<file path="config.mk">
export PLATFORM = sky130hd
export DESIGN_NAME = lpi_back
export DESIGN_NICKNAME = d
export VERILOG_FILES = /design/src/design/lpi_pkg.sv /design/src/design/lpi_back.sv
export SDC_FILE = /design/constraint.sdc
export NUM_CORES = 2
export LEC_CHECK = 0
export BUFFER_PORTS_ARGS = -buffer_cell sky130_fd_sc_hd__buf_2
export CORE_MARGIN = 2
export CORE_UTILIZATION = 45
export DETAILED_ROUTE_END_ITERATION = 10
export PLACE_DENSITY = 0.67
export RECOVER_POWER = 100
export SLEW_MARGIN = 20
export SYNTH_ARGS = -nofsm -noshare
export SYNTH_HDL_FRONTEND = slang
export SYNTH_SLANG_ARGS = --single-unit
</file>
<file path="constraint.sdc">
create_clock -name clk -period 10.95 [get_ports clk]
set_input_delay 0 -clock clk [delete_from_list [all_inputs] [get_ports clk]]
set_output_delay 0 -clock clk [all_outputs]
set_load 0.02 [all_outputs]
</file>
<file path="src/design/lpi_pkg.sv">
// Shared types and constants for the two-line intersection core.
// Used by the front end, the divider cells, the back end, the top level and the checker.
package lpi_pkg;

  // Quotient bits produced by the divider chain, one per cell.
  localparam int DIV_BITS = 48;
  // Width of the partial remainder and of the divisor magnitude.
  localparam int REM_W    = 32;
  // Cycles from an accepted request to its result strobe.
  localparam int LATENCY  = DIV_BITS + 6;

  localparam logic [14:0]         THR_RESET = 15'd1638;
  localparam logic [DIV_BITS-1:0] T_LIMIT   = {1'b1, {(DIV_BITS-1){1'b0}}};

  // Data that rides along with the division unchanged.
  typedef struct packed {
    logic signed [31:0] ax;
    logic signed [31:0] ay;
    logic signed [15:0] ux;
    logic signed [15:0] uy;
    logic               t_neg;
    logic               ovf;
    logic               found;
    logic               crossing;
  } lpi_side_t;

  // One slot of the divider chain.
  typedef struct packed {
    logic                valid;
    logic [REM_W-1:0]    rem;
    logic [DIV_BITS-1:0] work;
    logic [REM_W-1:0]    dvs;
    lpi_side_t           side;
  } lpi_cell_t;

endpackage

</file>
<file path="src/design/lpi_back.sv">
// Back end: rounds and clamps the line parameter, scales the direction, saturates.
// Depends on lpi_pkg; takes the last cell of the divider chain, drives the result ports.
module lpi_back
  import lpi_pkg::*;
(
  input  logic               clk,
  input  logic               rst_n,
  input  lpi_cell_t          cell_i,
  output logic               out_valid,
  output logic               out_found,
  output logic signed [31:0] out_inter_x,
  output logic signed [31:0] out_inter_y,
  output logic               out_clipped,
  output logic               out_crossing
);

  // Stage A: round to nearest, ties away from zero, then clamp.
  logic [DIV_BITS:0]   q_rnd;
  logic                rnd_up;
  logic [DIV_BITS-1:0] tmag_nxt;

  logic                sa_valid_r;
  logic [DIV_BITS-1:0] sa_tmag_r;
  lpi_side_t           sa_side_r;

  assign rnd_up   = {cell_i.rem, 1'b0} >= {1'b0, cell_i.dvs};
  assign q_rnd    = {1'b0, cell_i.work} + (DIV_BITS+1)'(rnd_up);
  assign tmag_nxt = (cell_i.side.ovf || (q_rnd > {1'b0, T_LIMIT})) ? T_LIMIT
                                                                   : q_rnd[DIV_BITS-1:0];

  always_ff @(posedge clk) begin
    if (!rst_n) begin
      sa_valid_r <= 1'b0;
    end else begin
      sa_valid_r <= cell_i.valid;
    end
    sa_tmag_r <= tmag_nxt;
    sa_side_r <= cell_i.side;
  end

  // Stage B: offset magnitudes along the first direction.
  localparam int PW = DIV_BITS + 16;

  logic [15:0]   ux_mag, uy_mag;
  logic [PW-1:0] px_nxt, py_nxt;

  logic               sb_valid_r;
  logic [PW-1:0]      sb_px_r, sb_py_r;
  logic               sb_neg_x_r, sb_neg_y_r, sb_found_r, sb_crossing_r;
  logic signed [31:0] sb_ax_r, sb_ay_r;

  assign ux_mag = sa_side_r.ux[15] ? 16'(-sa_side_r.ux) : 16'(sa_side_r.ux);
  assign uy_mag = sa_side_r.uy[15] ? 16'(-sa_side_r.uy) : 16'(sa_side_r.uy);
  assign px_nxt = PW'(sa_tmag_r) * PW'(ux_mag);
  assign py_nxt = PW'(sa_tmag_r) * PW'(uy_mag);

  always_ff @(posedge clk) begin
    if (!rst_n) begin
      sb_valid_r <= 1'b0;
    end else begin
      sb_valid_r <= sa_valid_r;
    end
    sb_px_r       <= px_nxt;
    sb_py_r       <= py_nxt;
    sb_neg_x_r    <= sa_side_r.t_neg ^ sa_side_r.ux[15];
    sb_neg_y_r    <= sa_side_r.t_neg ^ sa_side_r.uy[15];
    sb_found_r    <= sa_side_r.found;
    sb_crossing_r <= sa_side_r.crossing;
    sb_ax_r       <= sa_side_r.ax;
    sb_ay_r       <= sa_side_r.ay;
  end

  // Stage C: back to Q16.16, add the first point and saturate.
  logic [PW-1:0]      rx_full, ry_full;
  logic [48:0]        ox_mag, oy_mag;
  logic signed [50:0] off_x, off_y, sum_x, sum_y;
  logic               fit_x, fit_y;
  logic signed [31:0] ix_nxt, iy_nxt;

  logic               sc_valid_r, sc_found_r, sc_clipped_r, sc_crossing_r;
  logic signed [31:0] sc_ix_r, sc_iy_r;

  assign rx_full = (sb_px_r + PW'(8192)) >> 14;
  assign ry_full = (sb_py_r + PW'(8192)) >> 14;
  assign ox_mag  = rx_full[48:0];
  assign oy_mag  = ry_full[48:0];
  assign off_x   = sb_neg_x_r ? -$signed({2'b0, ox_mag}) : $signed({2'b0, ox_mag});
  assign off_y   = sb_neg_y_r ? -$signed({2'b0, oy_mag}) : $signed({2'b0, oy_mag});
  assign sum_x   = 51'(sb_ax_r) + off_x;
  assign sum_y   = 51'(sb_ay_r) + off_y;
  assign fit_x   = (&sum_x[50:31]) || !(|sum_x[50:31]);
  assign fit_y   = (&sum_y[50:31]) || !(|sum_y[50:31]);

  always_comb begin
    if (!sb_found_r) begin
      ix_nxt = '0;
    end else if (fit_x) begin
      ix_nxt = sum_x[31:0];
    end else begin
      ix_nxt = sum_x[50] ? 32'sh8000_0000 : 32'sh7FFF_FFFF;
    end
    if (!sb_found_r) begin
      iy_nxt = '0;
    end else if (fit_y) begin
      iy_nxt = sum_y[31:0];
    end else begin
      iy_nxt = sum_y[50] ? 32'sh8000_0000 : 32'sh7FFF_FFFF;
    end
  end

  always_ff @(posedge clk) begin
    if (!rst_n) begin
      sc_valid_r <= 1'b0;
    end else begin
      sc_valid_r <= sb_valid_r;
    end
    sc_found_r    <= sb_found_r;
    sc_ix_r       <= ix_nxt;
    sc_iy_r       <= iy_nxt;
    sc_clipped_r  <= sb_found_r && !(fit_x && fit_y);
    sc_crossing_r <= sb_crossing_r;
  end

  assign out_valid    = sc_valid_r;
  assign out_found    = sc_found_r;
  assign out_inter_x  = sc_ix_r;
  assign out_inter_y  = sc_iy_r;
  assign out_clipped  = sc_clipped_r;
  assign out_crossing = sc_crossing_r;

endmodule

</file>
==> impl_metrics.tcl <==
set metrics [dict create \
    path_max_fanout 48 \
    leakage_nw 36.6 \
    power_report.internal_total_mw 6.37 \
    cp_data_required_time_ns 11.47 \
    hpwl_mm 152 \
    io_pins 283 \
    rows 143 \
    cpMostUsedCell "sky130_fd_sc_hd__fa_1" \
    gpl.final_weighted_congestion 0.951 \
    end_kind "flip-flop" \
    synthMostInstantiatedCell "sky130_fd_sc_hd__inv_1" \
    maxCapViolations 2 \
    final_layout_size_suffix_gt1_share_pct 5.85 \
    detail_route.iter0.violations 3446 \
    dr_total_vias 55800 \
    die_width_microns 394 \
    cts.htree.levels 2 \
    power.share.switching_pct 51.6 \
    failing_checks "max-capacitance violations, max-slew violations" \
    drv_slew 69 \
    most_used_flip_flop_cell_after_synthesis "sky130_fd_sc_hd__dfxtp_1" \
    layout.filler_cells 14200 \
    clock_insertion_delay_worst_skew_ns 0.69 \
    hold_class "in -> reg" \
    synthDistinctLibCells 93 \
    synth.net_count 10000 \
    power.switching_mw 6.80 \
    tritoncts_clock_tree "done" \
    timing_worst_slew_pin_value_ns 2.14 \
    pwr-share-comb_pct 70.0 \
    synthesis.area_sq_um 68500 \
    antenna_violating_nets_post_route 0 \
    wl_mm 198 \
    worstPathArrival_ns 10.07 \
    yosys-top-cells-count "sky130_fd_sc_hd__inv_1 (1,588), sky130_fd_sc_hd__nand2_1 (1,388), sky130_fd_sc_hd__fa_1 (1,282)" \
    drc_errors 0 \
    area.growth.synth_to_final_pct 11.6 \
    io_buffer_count 282 \
    critPathLaunchType "flip-flop" \
    timing.slew.headroom_pct -43.6 \
    synth.area.top_cells "sky130_fd_sc_hd__fa_1 (37%), sky130_fd_sc_hd__dfxtp_1 (11%), sky130_fd_sc_hd__inv_1 (8.7%)" \
    nets 10300 \
    grt_util_all_layers_pct 25.9 \
    numClockSinks 385 \
    setup-violations-final 0 \
    worst-setup-path-type "reg -> reg" \
    seq_area_frac_synth_pct 11.2 \
    synth_area_leader_cell "sky130_fd_sc_hd__fa_1" \
    synthCells 8113 \
    detail_route.first_pass.iterations 6 \
    root_buf_cell "sky130_fd_sc_hd__clkbuf_16" \
    setup_tns_ns 0 \
    clock_power_share_pct 13.1 \
    critical-path-slowest-cell "sky130_fd_sc_hd__xnor2_4" \
    fin_crit_ns 9.55 \
    sequentialPowerShare_pct 16.9 \
    max_stage_delay_ns 0.86 \
    cts-buffers-inserted 51 \
    yosysTopAreaCellShare_pct 37.4 \
    start_util_pct 45.2 \
    worst_ir_drop_vdd_mv 0.142 \
    total_power_mw 13.2 \
    register_bit_count_reported_by_yosys 385 \
    cts_resized 0 \
    finalHoldViolCount 0 \
    grt-ovfl-total 0 \
    clk_path_buf_depth 3 \
    clock_skew_ns 0.0841 \
    vias_per_cell 5.32 \
    die_area_sq_um 155000 \
    maximum_number_of_pins_on_one_net_before_global_route_repair 58 \
    grt_setup_unrepaired "false" \
    die-height_microns 394 \
    design.core.area_sq_um 152000 \
    max_clock_freq_ghz 0.105 \
    synth_enable_flop_cells 0 \
    antenna_found_initial 5 \
    yosys_warn_count 0 \
    number_of_global_route_vias_before_repair 58900 \
    result_of_the_run "complete, but fails checks" \
    mean_cell_area_of_the_mapped_netlist_sq_um 8.45 \
    grt_first_pass_wirelength_mm 320 \
    clk_pin_slew_ns 0.06 \
    final.period_utilization_pct 87.2 \
    wl_per_cell_microns 18.8 \
    asyncSetResetFlopFracSynth_pct 0 \
    power.density_nw_per_um2 172 \
]
[power by group through the flow]
stage	clock (mW)	combinational [mW]	sequential, mW
finish	1.72	9.22	2.22
global route	1.83	10.3	2.27
CTS	1.77	9.17	2.21
detailed placement	0	9.04	2.23
global placement	0	8.91	2.22
floorplan	0	6.62	2.14
[layer usage]
layer	wire, microns	track usage, %	vias to the layer above	part of all wire [%]
met5	9	0	-	0.0046
met2	92200	42.8	2089	47
li1	-	-	25500	-
met3	16400	5.07	380	8.3
met4	6810	8.49	2	3.4
met1	82200	33.9	27900	42
[cell type report]
type,count,area [sq um],area share [%]
clock inverter,30,349,0.457
tap,2030,2540,3.32
inverter,1588,5960,7.79
timing repair buffer,672,4990,6.52
antenna,3,7.51,0.00982
sequential,385,7730,10.1
multi-input combinational,5717,53500,70.0
clock buffer,65,1400,1.83
[sequential cells by signal, indices dropped and copies added (netlist names), 32 cells and up]
signal,flops
out_inter_x,32
out_inter_y,32
sa_side_r,99
sa_tmag_r,48
sb_ax_r,32
sb_ay_r,32
sb_px_r,50
sb_py_r,50
[final timing paths]
path,from,to,slack [ns],depth (start not counted)
min,cell_i[25],sa_side_r[25]$_DFF_P_,0.05,2
min reg2reg,sa_side_r[90]$_DFF_P_,sb_ax_r[22]$_DFF_P_,0.29,0
max,sa_side_r[4]$_DFF_P_,sb_py_r[56]$_DFF_P_,1.40,29
max reg2reg,sa_side_r[4]$_DFF_P_,sb_py_r[56]$_DFF_P_,1.40,29
[worst max-delay path: cells and delay by family, from the launching register on]
kind	cells	cell delay, ns
adders and majority gates	7	3.36
AOI/OAI and AO/OA	9	2.58
buffers and inverters	7	1.56
xor gates and xnor gates	2	1.00
and+or+nand+nor	4	0.52
DFF	1	0.33
[metrics by stage]
| step | cell area [sq um] | worst slack, ns | cells | util [%] | hold WS (ns) |
|---|---|---|---|---|---|
| after detailed placement | 72000 | 1.91 | 10100 | 47.5 | 0.104 |
| final | 76500 | 1.40 | 10500 | 50.5 | 0.0481 |
| after global placement | 72000 | 2.14 | 10100 | 47.5 | 0.103 |
| after floorplan | 68500 | 3.09 | 8113 | - | 0.0277 |
| after global routing | 76500 | 0.966 | 10500 | 50.5 | 0.0303 |
| after CTS | 76600 | 1.86 | 10500 | 50.5 | 0.000132 |
[layout by cell type (no fill, tap or decap), types with 51 or more instances in the layout]
master,synthesis,routed
sky130_fd_sc_hd__and3_1,65,65
sky130_fd_sc_hd__dlygate4sd3_1,0,283
sky130_fd_sc_hd__ha_1,397,397
sky130_fd_sc_hd__xnor2_1,303,280
sky130_fd_sc_hd__nand4_1,85,85
sky130_fd_sc_hd__o21a_1,57,57
sky130_fd_sc_hd__xor2_1,148,146
sky130_fd_sc_hd__nor2_1,274,274
sky130_fd_sc_hd__dfxtp_1,385,369
sky130_fd_sc_hd__buf_2,13,204
sky130_fd_sc_hd__buf_4,3,100
sky130_fd_sc_hd__and2_1,412,407
sky130_fd_sc_hd__nand3_1,137,137
sky130_fd_sc_hd__fa_1,1282,1282
sky130_fd_sc_hd__inv_1,1588,1588
sky130_fd_sc_hd__o21ai_0,192,193
sky130_fd_sc_hd__a21o_1,145,145
sky130_fd_sc_hd__a21oi_1,197,197
sky130_fd_sc_hd__nor3_1,85,85
sky130_fd_sc_hd__clkbuf_1,382,88
sky130_fd_sc_hd__nand2_1,1388,1388
sky130_fd_sc_hd__clkbuf_16,0,51
[what timing repair did]
item	4_1_cts	5_1_grt
hold endpoints to repair	150	0
setup buffers	0	0
hold buffers	283	0
[logic make-up after synthesis]
kind of cell / Yosys count / synth area share (%)
AOI/OAI and AO/OA: 891 / 8.55
and+or+nand+nor: 2672 / 18.3
xor gates and xnor gates: 451 / 5.76
buffers and inverters: 2011 / 11.1
adders and majority gates: 1679 / 44.7
DFF: 385 / 11.2
muxes: 24 / 0.360
No activity file was read; power rests on OpenSTA's default activity.
