`src/design/lpi_pkg.sv`:
```
// Shared types and constants for the two-line intersection core.
// Used by the front end, the divider cells, the back end, the top level and the checker.
package lpi_pkg;

  // Quotient bits produced by the divider chain, one per cell.
  localparam int DIV_BITS = 48;
  // Width of the partial remainder and of the divisor magnitude.
  localparam int REM_W    = 32;
  // Cycles from an accepted request to its result strobe.
  localparam int LATENCY  = DIV_BITS + 6;

  localparam logic [14:0]         THR_RESET = 15'd1638;
  localparam logic [DIV_BITS-1:0] T_LIMIT   = {1'b1, {(DIV_BITS-1){1'b0}}};

  // Data that rides along with the division unchanged.
  typedef struct packed {
    logic signed [31:0] ax;
    logic signed [31:0] ay;
    logic signed [15:0] ux;
    logic signed [15:0] uy;
    logic               t_neg;
    logic               ovf;
    logic               found;
    logic               crossing;
  } lpi_side_t;

  // One slot of the divider chain.
  typedef struct packed {
    logic                valid;
    logic [REM_W-1:0]    rem;
    logic [DIV_BITS-1:0] work;
    logic [REM_W-1:0]    dvs;
    lpi_side_t           side;
  } lpi_cell_t;

endpackage

```
`src/design/lpi_div_cell.sv`:
```
// One restoring division step: shifts in a dividend bit and produces one quotient bit.
// Depends on lpi_pkg; instantiated DIV_BITS times in a chain by the top level.
module lpi_div_cell
  import lpi_pkg::*;
(
  input  logic      clk,
  input  logic      rst_n,
  input  lpi_cell_t cell_i,
  output lpi_cell_t cell_o
);

  logic [REM_W:0] trial, diff;
  logic           ge;
  lpi_cell_t      cell_nxt, cell_r;

  // The work word shifts dividend bits out at the top and quotient bits in
  // at the bottom, so after the last cell it holds the whole quotient.
  always_comb begin
    trial         = {cell_i.rem, cell_i.work[DIV_BITS-1]};
    diff          = trial - {1'b0, cell_i.dvs};
    ge            = trial >= {1'b0, cell_i.dvs};
    cell_nxt      = cell_i;
    cell_nxt.rem  = ge ? diff[REM_W-1:0] : trial[REM_W-1:0];
    cell_nxt.work = {cell_i.work[DIV_BITS-2:0], ge};
  end

  always_ff @(posedge clk) begin
    if (!rst_n) begin
      cell_r <= '0;
    end else begin
      cell_r <= cell_nxt;
    end
  end

  assign cell_o = cell_r;

endmodule

```
`config.mk`:
```
export PLATFORM = sky130hd
export DESIGN_NAME = lpi_div_cell
export DESIGN_NICKNAME = d
export VERILOG_FILES = /design/src/design/lpi_pkg.sv /design/src/design/lpi_div_cell.sv
export SDC_FILE = /design/constraint.sdc
export NUM_CORES = 1
export LEC_CHECK = 0
export ABC_CLOCK_PERIOD_IN_PS = 4500
export BUFFER_PORTS_ARGS = -buffer_cell sky130_fd_sc_hd__buf_2
export CELL_PAD_IN_SITES_DETAIL_PLACEMENT = 1
export CELL_PAD_IN_SITES_GLOBAL_PLACEMENT = 2
export CORE_MARGIN = 5
export CORE_UTILIZATION = 27
export CTS_CLUSTER_SIZE = 16
export DETAILED_ROUTE_END_ITERATION = 10
export PLACE_DENSITY_LB_ADDON = 0.08
export SYNTH_ARGS = -nofsm -noshare
export SYNTH_HDL_FRONTEND = slang
export SYNTH_SLANG_ARGS = --single-unit
```
`constraint.sdc`:
```
create_clock -name clk -period 4.5 [get_ports clk]
set_input_delay 0.45 -clock clk [delete_from_list [all_inputs] [get_ports clk]]
set_output_delay 0.45 -clock clk [all_outputs]
set_load 0.01 [all_outputs]
```
==> impl_results.md, run 1 <==
- Die Ht: 181 um
- Post-layout net count: 1,488
- Area grow syn2layout: 42.9%
- Crit path kind: input port to flop
- Max-slew violations: 0
- Max H-tree Level: 1
- Final Critical Period: 3.06 ns
- Reg area: 0.00426 mm2
- Layout cell share with drive strength beyond 1: 38.4%
- Vias: 7,305
- Starting Density: 27.5%
- Max cap viols: 0
- Cts repair resizes: 0
- Starting DRT DRC Count: 240
- Clk pin slew, worst setup/hold paths: 0.06 ns
- Worst slack at placement: 0.900 ns
- WL per Instance: 20.0 um
- First-pass GRT wire length: 49,200 um
- Overall routed net length: 32,900 um
- Period utilization: 68.0%
- Setup Viol. Count Final: 0
- IO Count: 428
- Chip width: 181 um
- Setup crit end kind: flop
- Clk sinks: 213
- Max frequency: 327 MHz
- Area taken by multi-input logic gates: 0.00332 mm2
- Cts hold-fix bufs: 0
- CTS root buf: clkbuf_16
- Full die area: 0.0328 mm2
- Critical Path AT: 3.53 ns
- Remaining antenna violation count: 0
- Crit path max fanout: 6
- Peak supply drop: 0.278 mV
- Placeable Area: 0.0288 mm2
- Placed Area: 0.0104 mm2
- Status: complete, no violations
- Setup crit start kind: input port
- YS warnings: 0
- Clock buffer depth: 3
- Post CTS Setup Buffer Count: 0
- Endpoints failing hold: 0
- Residual DRC: 0
- Initial antenna violation count: 5
- Post-synth top area cell: dfxtp_1
- Register area share after synthesis: 53.9%
- Power Density: 437 mW/mm2
- Post-Syn Nets: 1,069
- Total clock buffers created by CTS: 26
- Hold_ws: 0.121 ns
- Gr usage total: 19.1%
- Setup total negative slack: 0 ns
- Vias in the first global route: 7,720
- WP data required: 4.98 ns
- Post-synth top area share: 53.9%
- Worst-Margin Slew: 0.861 ns
- Final worst setup slack: 1.44 ns
- FFs w/ async S/R, synth: 0%
- Leakage: 5.71 nW
- Mapped Area: 0.00791 mm2
- # port buffers: 427
- Relative slew margins: 42.6%
- EDFF count, synth: 0
- Vias/cell: 4.44
- RSZ-0062 raised after global routing: false
- GPL Wtd Cong: 0.794
- Post-synth cell types: 54
- Syn_area_per_cell: 9.63 um2
- Yosys reg bits: 213
- GRT overflow: 0
- Syn Inst Count: 821
- Synth area leaders: dfxtp_1 54%, and2_1 12%, ha_1 5.1%
- # fillers: 3,398
- Ys flop type: dfxtp_1
- FP Rows: 62
- Post-Layout Inst Area: 0.0113 mm2
- Hold/Removal Path Class: input port to flop
- CTS tree: yes
- Largest net degree at the start of global routing: 106
- Largest register FFs: 213
- Detailed Place HPWL: 26,600 um
- Initial DRT Pass Iterations: 6
[metrics by stage]
stage / total power, mW / cells / utilization [%]
after floorplan: 2.50 / 821 / -
after global placement: 2.86 / 1596 / 36.2
after detailed placement: 2.86 / 1596 / 36.2
after CTS: 5.03 / 1643 / 39.3
after global routing: 5.19 / 1644 / 39.3
final: 4.94 / 1645 / 39.3
[worst paths after layout]
path                    start                      to  slack (ns)  depth (start not counted)
setup / recovery  cell_i[179]  cell_o[210]$_SDFF_PN0_        1.44                         12
hold / removal     cell_i[91]   cell_o[91]$_SDFF_PN0_        0.12                          2
[layout by cell type (no fill, tap or decap), drive strengths merged, types with 3 or more instances in the layout]
cell type / count
a211oi: 10
a21boi: 3
a21o: 21
a21oi: 56
and2: 152
and4: 3
buf: 435
clkbuf: 38
clkinv: 4
dfxtp: 213
ha: 32
inv: 42
nand2: 29
nand2b: 4
nand3: 37
nand4: 4
nor2: 53
nor2b: 3
nor3: 7
nor4: 4
o211ai: 7
o21a: 5
o21ai: 35
o21bai: 6
o22ai: 3
or3: 4
xnor2: 12
xor2: 7
[power breakdown]
part / internal (mW) / leakage (nW) / switching [mW]
sequential: 2.01 / 1.78 / 0.0302
combinational: 0.330 / 3.50 / 0.435
clock: 1.29 / 0.428 / 0.835
total: 3.64 / 5.71 / 1.30
[critical path, stage by stage]
cell and delay [ns]:
buf_2 0.12, inv_1 0.05, ha_1 0.22, fa_1 0.43, nand2b_1 0.21, a21o_1 0.20
a211o_1 0.31, and3b_1 0.27, a2111oi_0 0.75, nor4_1 0.13, a211oi_1 0.27, o21a_1 0.13
[metal layers]
metal / track usage, % / part of all wire, % / vias up
li1: - / - / 3582
met1: 21.9 / 40 / 3426
met2: 34.6 / 51 / 237
met3: 5.13 / 6.4 / 54
met4: 5.67 / 3.2 / 6
met5: 0 / 0.14 / -
[final cells by class]
class | instances | area share [%]
Sequential cell | 213 | 37.7
Multi-Input combinational cell | 523 | 29.4
Timing Repair Buffer | 435 | 19.5
Clock buffer | 38 | 6.77
Tap cell | 384 | 4.25
Inverter | 41 | 1.36
Clock inverter | 9 | 1.02
Antenna cell | 2 | 0.0443
[synth_stat cells, types with 3 or more instances]
cell,instances
nand4_1,3
o21ai_0,33
nor3_1,7
o211ai_1,7
a21boi_0,3
and2_1,152
nor2_1,53
ha_1,32
xor2_1,7
nand3_1,37
o22ai_1,3
o21a_1,5
a21o_1,21
and4_1,3
a21oi_1,55
clkbuf_1,38
xnor2_1,12
nor2b_1,3
nor4_1,3
o21bai_1,6
inv_1,40
nand2b_1,4
nand2_1,29
a211oi_1,10
dfxtp_1,213
or3_1,4
[logic make-up (layout without fill, tap and decap cells)]
family,count (synthesis),after routing,share of synthesized area [%]
multiplexers,1,1,0.127
other,0,2,0
AND/OR/NAND/NOR,304,304,21.1
flip-flops,213,213,53.9
buffers and inverters,85,523,4.18
adder cells (fa/ha/maj),33,33,5.31
AO/OA/AOI/OAI,166,166,13.3
XOR/XNOR,19,19,2.10
No activity file was read; power rests on OpenSTA's default activity.
==> run 2: changes to the inputs <==
- ABC_CLOCK_PERIOD_IN_PS: 4500 -> 2980
- CORE_UTILIZATION: 27 -> 25
- clock period: 4.5 -> 2.98 ns (I/O delays scaled with it)
==> impl_results.md, run 2 (synthesis gave the netlist of run 1 again) <==
- Status: complete, no violations
- Max cap viols: 0 (unchanged)
- Delay-heaviest family, CP: compound AO/OA/AOI/OAI gates
- Critical Path AT: 3.27 ns (-0.26 ns)
- Post-layout net count: 1,700 (+14%)
- Most frequent cells in the layout: 426 x buf_2, 213 x dfxtp_1, 166 x dlygate4sd3_1
- FP Rows: 65 (+4.8%)
- Residual DRC: 0 (unchanged)
- WP data required: 3.42 ns (-1.56 ns)
- Hold depth: 3 (+1)
- Vias/cell: 4.32 (-2.7%)
- Die Ht: 188 um (+3.7%)
- Total clock buffers created by CTS: 26 (unchanged)
- Starting Density: 25.2% (-2.3 points)
- Crit path kind: input port to flop
- Cell Count, Final, Fillers Out: 1,876 (+14%)
- IO Count: 428 (unchanged)
- Largest net degree at the start of global routing: 81 (-24%)
- Final Critical Period: 2.83 ns
- Max frequency: 353 MHz
- Area grow syn2layout: 69.1%
- Finished Core Util: 42.6% (+3.3 points)
- Max H-tree Level: 1 (unchanged)
- Leakage: 6.62 nW (+16%)
- Largest register FFs: 213 (unchanged)
- Initial antenna violation count: 6 (+1)
- Buf/Inv on CP: 4 (+2)
- Layout cell share with drive strength beyond 1: 36.1% (-2.3 points)
- Power Density: 575 mW/mm2 (+32%)
- Crit path max fanout: 8 (+2)
- Endpoints failing hold: 0 (unchanged)
- Clk pin slew, worst setup/hold paths: 0.06 ns (about the same)
- WL per Instance: 19.0 um (-5.3%)
- Vias in the first global route: 8,904 (+15%)
- CP cell instances: dlygate4sd3_1 > buf_2 > inv_1 > ha_4 > nand2_1 > nor4_2 > o31ai_1 > a2111o_1 > a31o_2 > a21oi_4 > buf_6 > o21ai_0 > a21oi_1
- GRT overflow: 0 (unchanged)
- CTS root buf: clkbuf_16
- Hold/Removal Path Class: input port to flop
- Detailed Place HPWL: 26,900 um (+1.1%)
- Overall routed net length: 35,600 um (+8.0%)
- Setup crit end kind: flop
- CTS tree: yes
- Placed cell count: 1,660 (+4.0%)
- First-pass GRT wire length: 53,700 um (+9.2%)
- Setup crit start kind: input port
- GPL Wtd Cong: 0.793 (-0.11%)
- Remaining antenna violation count: 0 (unchanged)
- Starting DRT DRC Count: 184 (-23%)
- Slowest stage delay, CP: 0.53 ns (-0.22 ns)
- Peak supply drop: 0.349 mV (+25%)
- RSZ-0062 raised after global routing: false
- Placeable Area: 0.0314 mm2 (+9.1%)
- Vias: 8,103 (+11%)
- Relative slew margins: 54.4% (+12 points)
- Gr usage total: 19.3% (+0.20 points)
- Hold wc startpoint: cell_i[127]
- Period utilization: 95.0%
- WHS Endpoint: cell_o[127]$_SDFF_PN0_
- Clock buffer depth: 3 (unchanged)
- Commonest non-fill, non-tap cell in the layout: buf_2
- Full die area: 0.0353 mm2 (+7.6%)
- Post CTS Setup Buffer Count: 0 (unchanged)
- Setup total negative slack: 0 ns (unchanged)
- Initial DRT Pass Iterations: 6 (unchanged)
- Setup Viol. Count Final: 0 (unchanged)
- Chip width: 188 um (+3.7%)
- # port buffers: 427 (unchanged)
- Worst-Margin Slew: 0.684 ns (-0.177 ns)
- Slowest CP cell: dlygate4sd3_1
- CP Depth: 13 (+1)
- Clk sinks: 213 (unchanged)
- Max-slew violations: 0 (unchanged)
==> run 2: cell types whose count changed in the layout (fill, tap and decap cells not counted), moves of 2 or more <==
| cell | change |
|---|---|
| dlygate4sd3_1 | +166 |
| buf_6 | +2 |
| clkinv_2 | -2 |
| o21ai_0 | -3 |
| clkbuf_1 | +3 |
| buf_4 | +43 |
| o21ai_1 | +3 |
==> run 2: routing by layer <==
metal | share of wire, % | track usage, %
met5 | 0.15 | 0
met4 | 3.1 | 5.93
met3 | 5.9 | 4.67
met2 | 51 | 35.7
met1 | 40 | 21.8
==> run 2: stage by stage <==
step	area [um2]	hold slack (ns)	power (mW)	worst slack, ns
floorplan	7910	0.420	3.78	0.229
global placement	10800	0.501	4.39	-0.173
detailed placement	10800	0.508	4.40	-0.170
CTS	13300	0.000348	7.83	0.00894
global route	13400	0.0146	8.09	0.00755
finish	13400	0.0269	7.69	0.150
==> run 2: timing repair <==
item / in CTS / in global routing
hold buffers: 166 / 0
gates resized for setup: 0 / 11
hold endpoints to repair: 166 / 0
setup endpoints to repair: 0 / 32
==> run 2: worst max-delay path by stage <==
stage / slack (ns) / end / start
final: 0.15 / cell_o[201]$_SDFF_PN0_ / cell_i[114]
after global routing: 0.008 / cell_o[201]$_SDFF_PN0_ / cell_i[114]
after CTS: 0.009 / cell_o[183]$_SDFF_PN0_ / cell_i[104]
after detailed placement: -0.17 / cell_o[183]$_SDFF_PN0_ / cell_i[110]
after global placement: -0.17 / cell_o[210]$_SDFF_PN0_ / cell_i[100]
after floorplan: 0.23 / cell_o[210]$_SDFF_PN0_ / cell_i[179]
==> run 2: tightest hold or removal path, delay by kind of cell <==
| kind | cells | cell delay (ns) |
|---|---|---|
| buffers and inverters | 2 | 0.12 |
| and+or+nand+nor | 1 | 0.09 |
==> run 2: power by group <==
| part | total, mW | internal, mW | switching, mW |
|---|---|---|---|
| logic | 1.43 | 0.700 | 0.729 |
| clock network | 3.18 | 1.92 | 1.25 |
| registers | 3.09 | 3.04 | 0.0493 |
==> run 2: area by class of cell <==
type | count | area [um2]
diodes | 2 | 5.00
clock buffers | 42 | 802
clock inverters | 6 | 67.6
fillers | 3690 | 18000
inverters | 41 | 154
multi-input cells | 523 | 3350
flip-flops and latches | 213 | 4260
well taps | 402 | 503
repair buffers | 647 | 4230
